===== src/rtl/core/max_window_sum_crop_top_defines.svh =====
`ifndef MAX_WINDOW_SUM_CROP_TOP_DEFINES_SVH
`define MAX_WINDOW_SUM_CROP_TOP_DEFINES_SVH

// same-cycle implication, off during reset
`define MSC_AST_IMPLY(lbl, clk, rst, a, c) \
   lbl: assert property (@(posedge clk) disable iff (rst) (a) |-> (c)) \
      else $error("implication check failed");

// next-cycle implication, off during reset
`define MSC_AST_NEXT(lbl, clk, rst, a, c) \
   lbl: assert property (@(posedge clk) disable iff (rst) (a) |=> (c)) \
      else $error("next-cycle check failed");

`endif


===== src/rtl/core/msc_pkg.sv =====
package msc_pkg;

   localparam int SUM_W   = 48;
   localparam int WIN_MAX = 64;

   localparam logic [1:0] CMD_LOAD = 2'd0;
   localparam logic [1:0] CMD_CROP = 2'd1;
   localparam logic [1:0] CMD_BEST = 2'd2;

   localparam logic [2:0] CSR_IMAGE_WIDTH   = 3'd0;
   localparam logic [2:0] CSR_IMAGE_HEIGHT  = 3'd1;
   localparam logic [2:0] CSR_IMAGE_DEPTH   = 3'd2;
   localparam logic [2:0] CSR_WINDOW_WIDTH  = 3'd3;
   localparam logic [2:0] CSR_WINDOW_HEIGHT = 3'd4;
   localparam logic [2:0] CSR_RESPONSE_MODE = 3'd5;

   localparam logic [1:0] MODE_IDENTITY = 2'd0;
   localparam logic [1:0] MODE_ABS      = 2'd1;
   localparam logic [1:0] MODE_SQUARE   = 2'd2;
   localparam logic [1:0] MODE_SSQUARE  = 2'd3;

   localparam logic signed [SUM_W-1:0] MOST_NEG = {1'b1, {(SUM_W-1){1'b0}}};

   typedef struct packed {
      logic we;
      logic re;
   } msc_mem_ctl_type;

endpackage


===== src/rtl/core/msc_xform.sv =====
module msc_xform (
   input  logic signed [15:0]             sample,
   input  logic [1:0]                     mode,
   output logic signed [msc_pkg::SUM_W-1:0] tf
);
   import msc_pkg::*;

   logic signed [31:0] sq;
   logic signed [SUM_W-1:0] lin;
   logic signed [SUM_W-1:0] mag;

   assign sq  = sample * sample;
   assign lin = SUM_W'(sample) <<< 8;
   assign mag = sample[15] ? -lin : lin;

   always_comb begin
      unique case (mode)
         MODE_IDENTITY: tf = lin;
         MODE_ABS:      tf = mag;
         MODE_SQUARE:   tf = SUM_W'(sq);
         MODE_SSQUARE:  tf = sample[15] ? -SUM_W'(sq) : SUM_W'(sq);
         default:       tf = lin;
      endcase
   end
endmodule


===== config.mk =====
export PLATFORM = sky130hd
export DESIGN_NAME = msc_xform
export DESIGN_NICKNAME = d
export VERILOG_FILES = /design/src/rtl/core/max_window_sum_crop_top_defines.svh /design/src/rtl/core/msc_pkg.sv /design/src/rtl/core/msc_xform.sv
export SDC_FILE = /design/constraint.sdc
export NUM_CORES = 1
export LEC_CHECK = 0
export BUFFER_PORTS_ARGS = -buffer_cell sky130_fd_sc_hd__buf_2
export CORE_ASPECT_RATIO = 1.1
export CORE_UTILIZATION = 57
export DETAILED_ROUTE_END_ITERATION = 10
export GPL_ROUTABILITY_DRIVEN = 1
export PLACE_DENSITY = 0.74
export SYNTH_ARGS = -nofsm -noshare
export SYNTH_HDL_FRONTEND = slang
export SYNTH_SLANG_ARGS = --single-unit

===== constraint.sdc =====
create_clock -name vclk -period 12.4
set_input_delay 2.48 -clock vclk [all_inputs]
set_output_delay 2.48 -clock vclk [all_outputs]
set_load 0.005 [all_outputs]

# Word-level counts from Yosys, hierarchy flattened
# Cells that the tools add are included.
# Widths: inputs -> output; s select.
classes:
  div: 0
  n_lt_le_gt_ge: 0
  shift: 0
  n_mul: 1
  n_eq_ne: 3
  reduce_logical: 1
  muxes: 3
  n_addsub: 2
  n_bitwise: 0
op_table:
  columns: ["op", "n"]
  rows:
  - ["$pmux 48 s4", 1]
  - ["$mux 48", 2]
  - ["$neg 24->48", 1]
  - ["$neg 32->48", 1]
  - ["$mul 16x16->32", 1]
  - ["$eq 2x2->1 const B", 2]
  - ["$eq 2x1->1 const B", 1]
  - ["$logic_not 2->1", 1]
totals:
  in_bits: 18
  memories: 0
  out_inout_bits: 48
  latchBits: 0
  ram_bits: 0
  romBits: 0
  reg_bits: 0
  elab_cells: 10

# Depth between registers and ports, before layout
# Gate-level depths: netlist (run 1).
logic_depth:
  depth_word: 4
  depth_mapped: 29
  mapped_depth_nobuf: 25

# Least setup slack after synthesis (run 1)
# Ideal clock, no wire load.
synth_timing:
  path_type: "input to output"
  startpoint: "input port sample[15]"
  endpoint: "output port tf[31] (netlist bit)"
  path_buffers: 3
  stages: 26
  arrival_ns: 9.313
  t_required_ns: 9.920
  slack_ns: 0.607
  cell_sequence: "clkinv_1 > clkbuf_1 > buf_1 > nor2_1 > fa_1 > inv_1 > fa_1 > inv_1 > fa_1 > fa_1 > fa_1 > inv_1 > fa_1 > inv_1 > ha_1 > clkbuf_1 > and3_1 > nand3_1 > a211oi_1 > or2_4 > mux2i_4 > a21boi_1 > nor4b_4 > nand2_1 > nor3_2 > mux2i_1"
synth_via:
  elab_chain_cells: 4
  word_cells_on_any_way: 6
  cone_classes: "2 x add/sub; 1 x mul; 3 x mux"
synth_lines:
  columns: ["item", "line", "source"]
  rows:
  - ["start, declared", "msc_xform.sv:2", "input logic signed [15:0] sample,"]
  - ["$mul 16x16->32", "msc_xform.sv:12", "assign sq = sample * sample;"]
  - ["$neg 32->48", "msc_xform.sv:21", "MODE_SSQUARE: tf = sample[15] ? -SUM_W'(sq) : SUM_W'(sq);"]
  - ["$mux 48", "msc_xform.sv:21", null]
  - ["$pmux 48 s4 *", "msc_xform.sv:17", "unique case (mode)"]
  - ["end, declared", "msc_xform.sv:4", "output logic signed [msc_pkg::SUM_W-1:0] tf"]
# Every way passes the cells marked *; elsewhere a longest branch is shown, timed or not.

# Worst setup path after layout (run 1)
layout_timing:
  startpoint: "input port sample[10]"
  endpoint: "output port tf[31] (netlist bit)"
# The elaborated chain is that of the path after synthesis.

==> impl_metrics.py, run 1 <==
metrics = {
    "setup_path": {
        "start_kind": "input pin",
        "cp.required_ps": 9920,
        "path_max_fanout": 13,
        "cp-end-kind": "primary output",
        "path_class": "in2out",
        "worstPathArrival_ps": 9560,
    },
    "outcome": {
        "outcome": "finished clean",
    },
    "grt": {
        "grt_pass1_wl_mm": 46.62,
        "grt_pass1_vias": 9425,
        "grt_max_degree": 41,
        "antenna_found_initial": 0,
        "grt-ovfl-total": 0,
        "grt_usage_pct": 30.05,
    },
    "worst_hold_path": {
        "hold_class": "in2out",
    },
    "placement": {
        "placedCellCount": 1645,
        "io_buffers": 66,
        "place_area_mm2": 0.01190,
        "dp.final_hpwl_mm": 24.81,
        "gp_congestion": 0.9208,
    },
    "flow_run": {
        "maxCapViolCount": 0,
    },
    "layout": {
        "layout-drive-gt1-share_pct": 10.93,
        "post-route-util_pct": 62.59,
        "n_sequential_cell": 0,
        "nets": 1749,
        "final_area_mm2": 0.01195,
        "fin_cells": 1647,
        "regArea_um2": 0,
        "clkbuf_count": 0,
        "area_growth_pct": 7.724,
        "antenna_cells": 0,
    },
    "timing": {
        "worst_pin_slew_ps": 799.4,
        "max-slew-margin-rel_pct": 46.58,
        "finalSetupTns_ps": 0,
        "maxSlewViolCount": 0,
        "max_freq_ghz": 0.08305,
        "finalHoldViolations": 0,
        "fin_crit_ps": 12040,
        "setup_violations": 0,
        "rsz0062_at_grt": "no",
        "period_share_pct": 97.11,
    },
    "floorplan": {
        "coreArea_mm2": 0.01910,
        "die_height_um": 148.3,
        "row_count": 53,
        "die-area_mm2": 0.02003,
        "ios": 66,
        "die_w_um": 135.0,
        "start_util_pct": 58.10,
    },
    "synth": {
        "avgSynthCellArea_um2": 8.318,
        "synth_seq_area_share_pct": 0,
        "synthCells": 1334,
        "yosys.cell_types.count": 81,
        "yosys_warnings": 0,
        "synth.cell_area_mm2": 0.01110,
        "syn_nets": 1681,
    },
    "detailed_routing": {
        "routed_via_density": 5.604,
        "vias": 9230,
        "drcViolationCount": 0,
        "wl_per_cell_um": 17.51,
        "drt_first_pass_iters": 6,
        "totalWireLength_mm": 28.84,
        "drt_iter0_drc": 545,
        "antenna_left": 0,
    },
    "clock_tree": {
        "cts-hold-fix-buffers": 0,
    },
}
## through the flow
step	hold WS, ps	setup WS, ps
global route	5596	11.44
finish	5573	358.5
global placement	5559	134.1
detailed placement	5568	195.9
floorplan	5099	606.5
CTS	5570	176.9
## synth_stat cells (6+ instances only)
library cell    n  share of area, %
fa_1          235                42
clkinv_1        6              0.20
nor3_1         16              0.72
o21ai_1        14              0.63
o21ai_0        33               1.5
mux2i_1        10              0.90
nand3_1        18              0.81
inv_1         348                12
xor2_1         26               2.1
nor2b_1         7              0.39
a21oi_1        47               2.1
or3_1           7              0.39
o21a_1          7              0.47
and2_1         32               1.8
a31oi_1        14              0.79
a21o_1         14              0.95
xnor2_1        47               3.7
nor2_1         92               3.1
clkbuf_1       42               1.4
nand2b_1        9              0.51
ha_1           94                11
and3_1          7              0.39
nand2_1       110               3.7
## metal layers
metal  up-vias  global-route usage (%)  part of all wire, %
met2       330                   54.23                   52
met1      4585                   38.06                   39
li1       4244                       -                    -
met5         -                       0                    0
met3        71                   1.806                  4.8
met4         0                   10.56                  4.2
## worst max-delay path, stage by stage
cell        delay [ps]
clkbuf_4           280
clkinvlp_4         180
nor2_1             220
fa_1               430
inv_1               80
fa_1               440
fa_1               490
fa_1               500
inv_1               60
fa_1               520
inv_1               50
fa_1               530
inv_1               40
ha_1               380
a21o_1             270
a2111oi_4          420
a21oi_2            190
a41o_1             320
xor2_1             170
or3_4              440
nor3_1             310
nand2_1            160
nor3_2             200
mux2i_1            240
buf_2              140
## placed cells by master, fill, tap and decap left out, types with 9 or more instances in the layout
master    count
a21o_1       14
a21oi_1      47
a31oi_1      14
and2_1       32
buf_2        65
buf_4        50
fa_1        234
ha_1         94
inv_1       347
mux2i_1      10
nand2_1     109
nand2b_1      9
nand3_1      18
nor2_1       92
nor3_1       16
o21ai_0      32
o21ai_1      15
xnor2_1      46
xor2_1       26
## final timing paths
kind | start | endpoint | cells past startpoint
setup / recovery | sample[10] | tf[31] | 25
hold / removal | sample[15] | tf[27] | 4
## cell type report
cell class	count	area, um^2
Tap cell	247	309.0
Multi-Input combinational cell	930	9603
Fill cell	1699	7146
Inverter	354	1333
Timing Repair Buffer	116	708.2
## repair_timing
item	4_1_cts	5_1_grt
resized for setup	0	8
buffers inserted	0	2
setup endpoints to repair	0	21
## cell families after synthesis
kind of cell / synth area share, %
AO/OA/AOI/OAI: 12.29
XOR/XNOR: 6.010
multiplexers: 1.308
adder cells (fa/ha/maj): 53.00
buffers and inverters: 13.72
AND/OR/NAND/NOR: 13.67
Power of run 1 is not shown: default switching activity piles up to over one toggle a cycle in this logic, so the estimate is an artifact.
==> run 2, diff against run 1 <==
--- a/config.mk
+++ b/config.mk
@@ -5,12 +5,12 @@
 export SDC_FILE = /design/constraint.sdc
 export NUM_CORES = 1
 export LEC_CHECK = 0
-export BUFFER_PORTS_ARGS = -buffer_cell sky130_fd_sc_hd__buf_2
 export CORE_ASPECT_RATIO = 1.1
 export CORE_UTILIZATION = 57
 export DETAILED_ROUTE_END_ITERATION = 10
+export DONT_BUFFER_PORTS = 1
 export GPL_ROUTABILITY_DRIVEN = 1
-export PLACE_DENSITY = 0.74
+export PLACE_DENSITY = 0.71
 export SYNTH_ARGS = -nofsm -noshare
 export SYNTH_HDL_FRONTEND = slang
 export SYNTH_SLANG_ARGS = --single-unit
==> run 2 against run 1 <==
  * Cell count is 6.3% lower
  * Sequential cell count stayed put
  * Critical endpoint unchanged
  * Utilization fell by 3.4 points
  * Highest routed layer unchanged
  * Largest cell class unchanged
==> impl_metrics.py, run 2 (synthesis gave the netlist of run 1 again) <==
metrics = {
    "layout": {
        "final_common_cell": "inv_1",
        "clkbuf_count": 0,
        "layout-drive-gt1-share_pct": 3.472,
        "nets": 1645,
        "layout_common_cells": "inv_1, fa_1, nand2_1, ha_1, nor2_1",
        "fin_cells": 1543,
        "final_area_mm2": 0.01131,
        "antenna_cells": 0,
        "fill_cells": 1769,
        "n_sequential_cell": 0,
        "regArea_um2": 0,
        "area_growth_pct": 1.917,
    },
    "setup_path": {
        "worst_path_max_delay_cell": "fa_1",
        "cp-end-kind": "primary output",
        "start_kind": "input pin",
        "worstPathArrival_ps": 9370,
        "path_class": "in2out",
        "cp.required_ps": 9920,
        "cpPeakStageDelay_ps": 530,
        "path_max_fanout": 14,
    },
    "timing": {
        "maxSlewViolCount": 0,
        "rsz0062_at_grt": "no",
        "period_share_pct": 95.53,
        "fin_crit_ps": 11850,
        "finalHoldViolations": 0,
        "whs_ps": 5041,
        "setup_violations": 0,
        "max-slew-margin-rel_pct": 47.08,
        "finalSetupTns_ps": 0,
        "worst_pin_slew_ps": 791.8,
        "max_freq_ghz": 0.08442,
    },
    "outcome": {
        "outcome": "finished clean",
    },
    "clock_tree": {
        "cts-hold-fix-buffers": 0,
    },
    "detailed_routing": {
        "wl_met1_mm": 11.03,
        "wl_per_cell_um": 18.03,
        "antenna_left": 0,
        "met3_length_mm": 1.356,
        "drcViolationCount": 0,
        "vias": 8771,
        "dr.max_layer_used": "met4",
        "totalWireLength_mm": 27.82,
        "routed_via_density": 5.684,
        "drt_first_pass_iters": 5,
        "drt_iter0_drc": 617,
        "wl_met2_mm": 14.47,
    },
    "placement": {
        "dp.final_hpwl_mm": 23.50,
        "placedCellCount": 1543,
        "place_area_mm2": 0.01130,
        "io_buffers": 0,
        "gp_congestion": 0.9379,
    },
    "floorplan": {
        "die_w_um": 135.0,
        "start_util_pct": 58.10,
        "die_height_um": 148.3,
        "die-area_mm2": 0.02003,
        "coreArea_mm2": 0.01910,
        "ios": 66,
        "row_count": 53,
    },
    "worst_hold_path": {
        "hold_start": "mode[1]",
        "whs_endpoint": "tf[21]",
        "min_path_cells": 1,
        "hold_class": "in2out",
    },
    "grt": {
        "grt_max_degree": 41,
        "antenna_found_initial": 0,
        "grt_pass1_vias": 8936,
        "grt-ovfl-total": 0,
        "grt_pass1_wl_mm": 44.86,
        "grt_usage_pct": 28.86,
    },
    "flow_run": {
        "maxCapViolCount": 0,
    },
}
-- run 2: layer usage --
| metal | track usage (%) | up-vias |
|---|---|---|
| li1 | - | 4035 |
| met1 | 35.94 | 4421 |
| met2 | 52.99 | 260 |
| met3 | 2.284 | 55 |
| met4 | 8.764 | 0 |
| met5 | 0 | - |
-- run 2: how the worst max path moves through the flow --
stage                     startpoint  slack, ps  cells after the start     end
after floorplan           sample[15]        610                     26  tf[31]
after global placement    sample[12]        560                     24  tf[43]
after detailed placement  sample[12]        450                     24  tf[43]
after CTS                 sample[12]        450                     24  tf[43]
after global routing      sample[12]        120                     25  tf[29]
final                     sample[12]        550                     25  tf[31]
-- run 2: per-stage QoR --
| step | util, % | setup slack (ps) |
|---|---|---|
| 2_1_floorplan | - | 606.5 |
| 3_3_place_gp | 59.17 | 562.8 |
| 3_5_place_dp | 59.17 | 450.0 |
| 4_1_cts | 59.17 | 449.6 |
| 5_1_grt | 59.21 | 115.8 |
| 6_report | 59.21 | 554.3 |
-- run 2: repair_timing --
action / in CTS / in global routing
endpoints found under the setup margin: 0 / 6
setup buffers: 0 / 0
resized for setup: 0 / 1
hold endpoints to repair: 0 / 0
-- run 2: critical path: cells and delay by family --
family	cells	cell delay, ps
buffers and inverters	7	630
adder cells (fa/ha/maj)	7	3450
XOR/XNOR	1	200
multiplexers	1	280
AND/OR/NAND/NOR	6	1420
AO/OA/AOI/OAI	3	910
-- run 2: final cells by class --
cell class	count	area, um^2	area share [%]
Tap cell	247	309.0	2.733
Inverter	354	1329	11.75
Multi-Input combinational cell	930	9580	84.72
Timing Repair Buffer	12	90.09	0.7966
Power of run 2 is left out for the same reason.
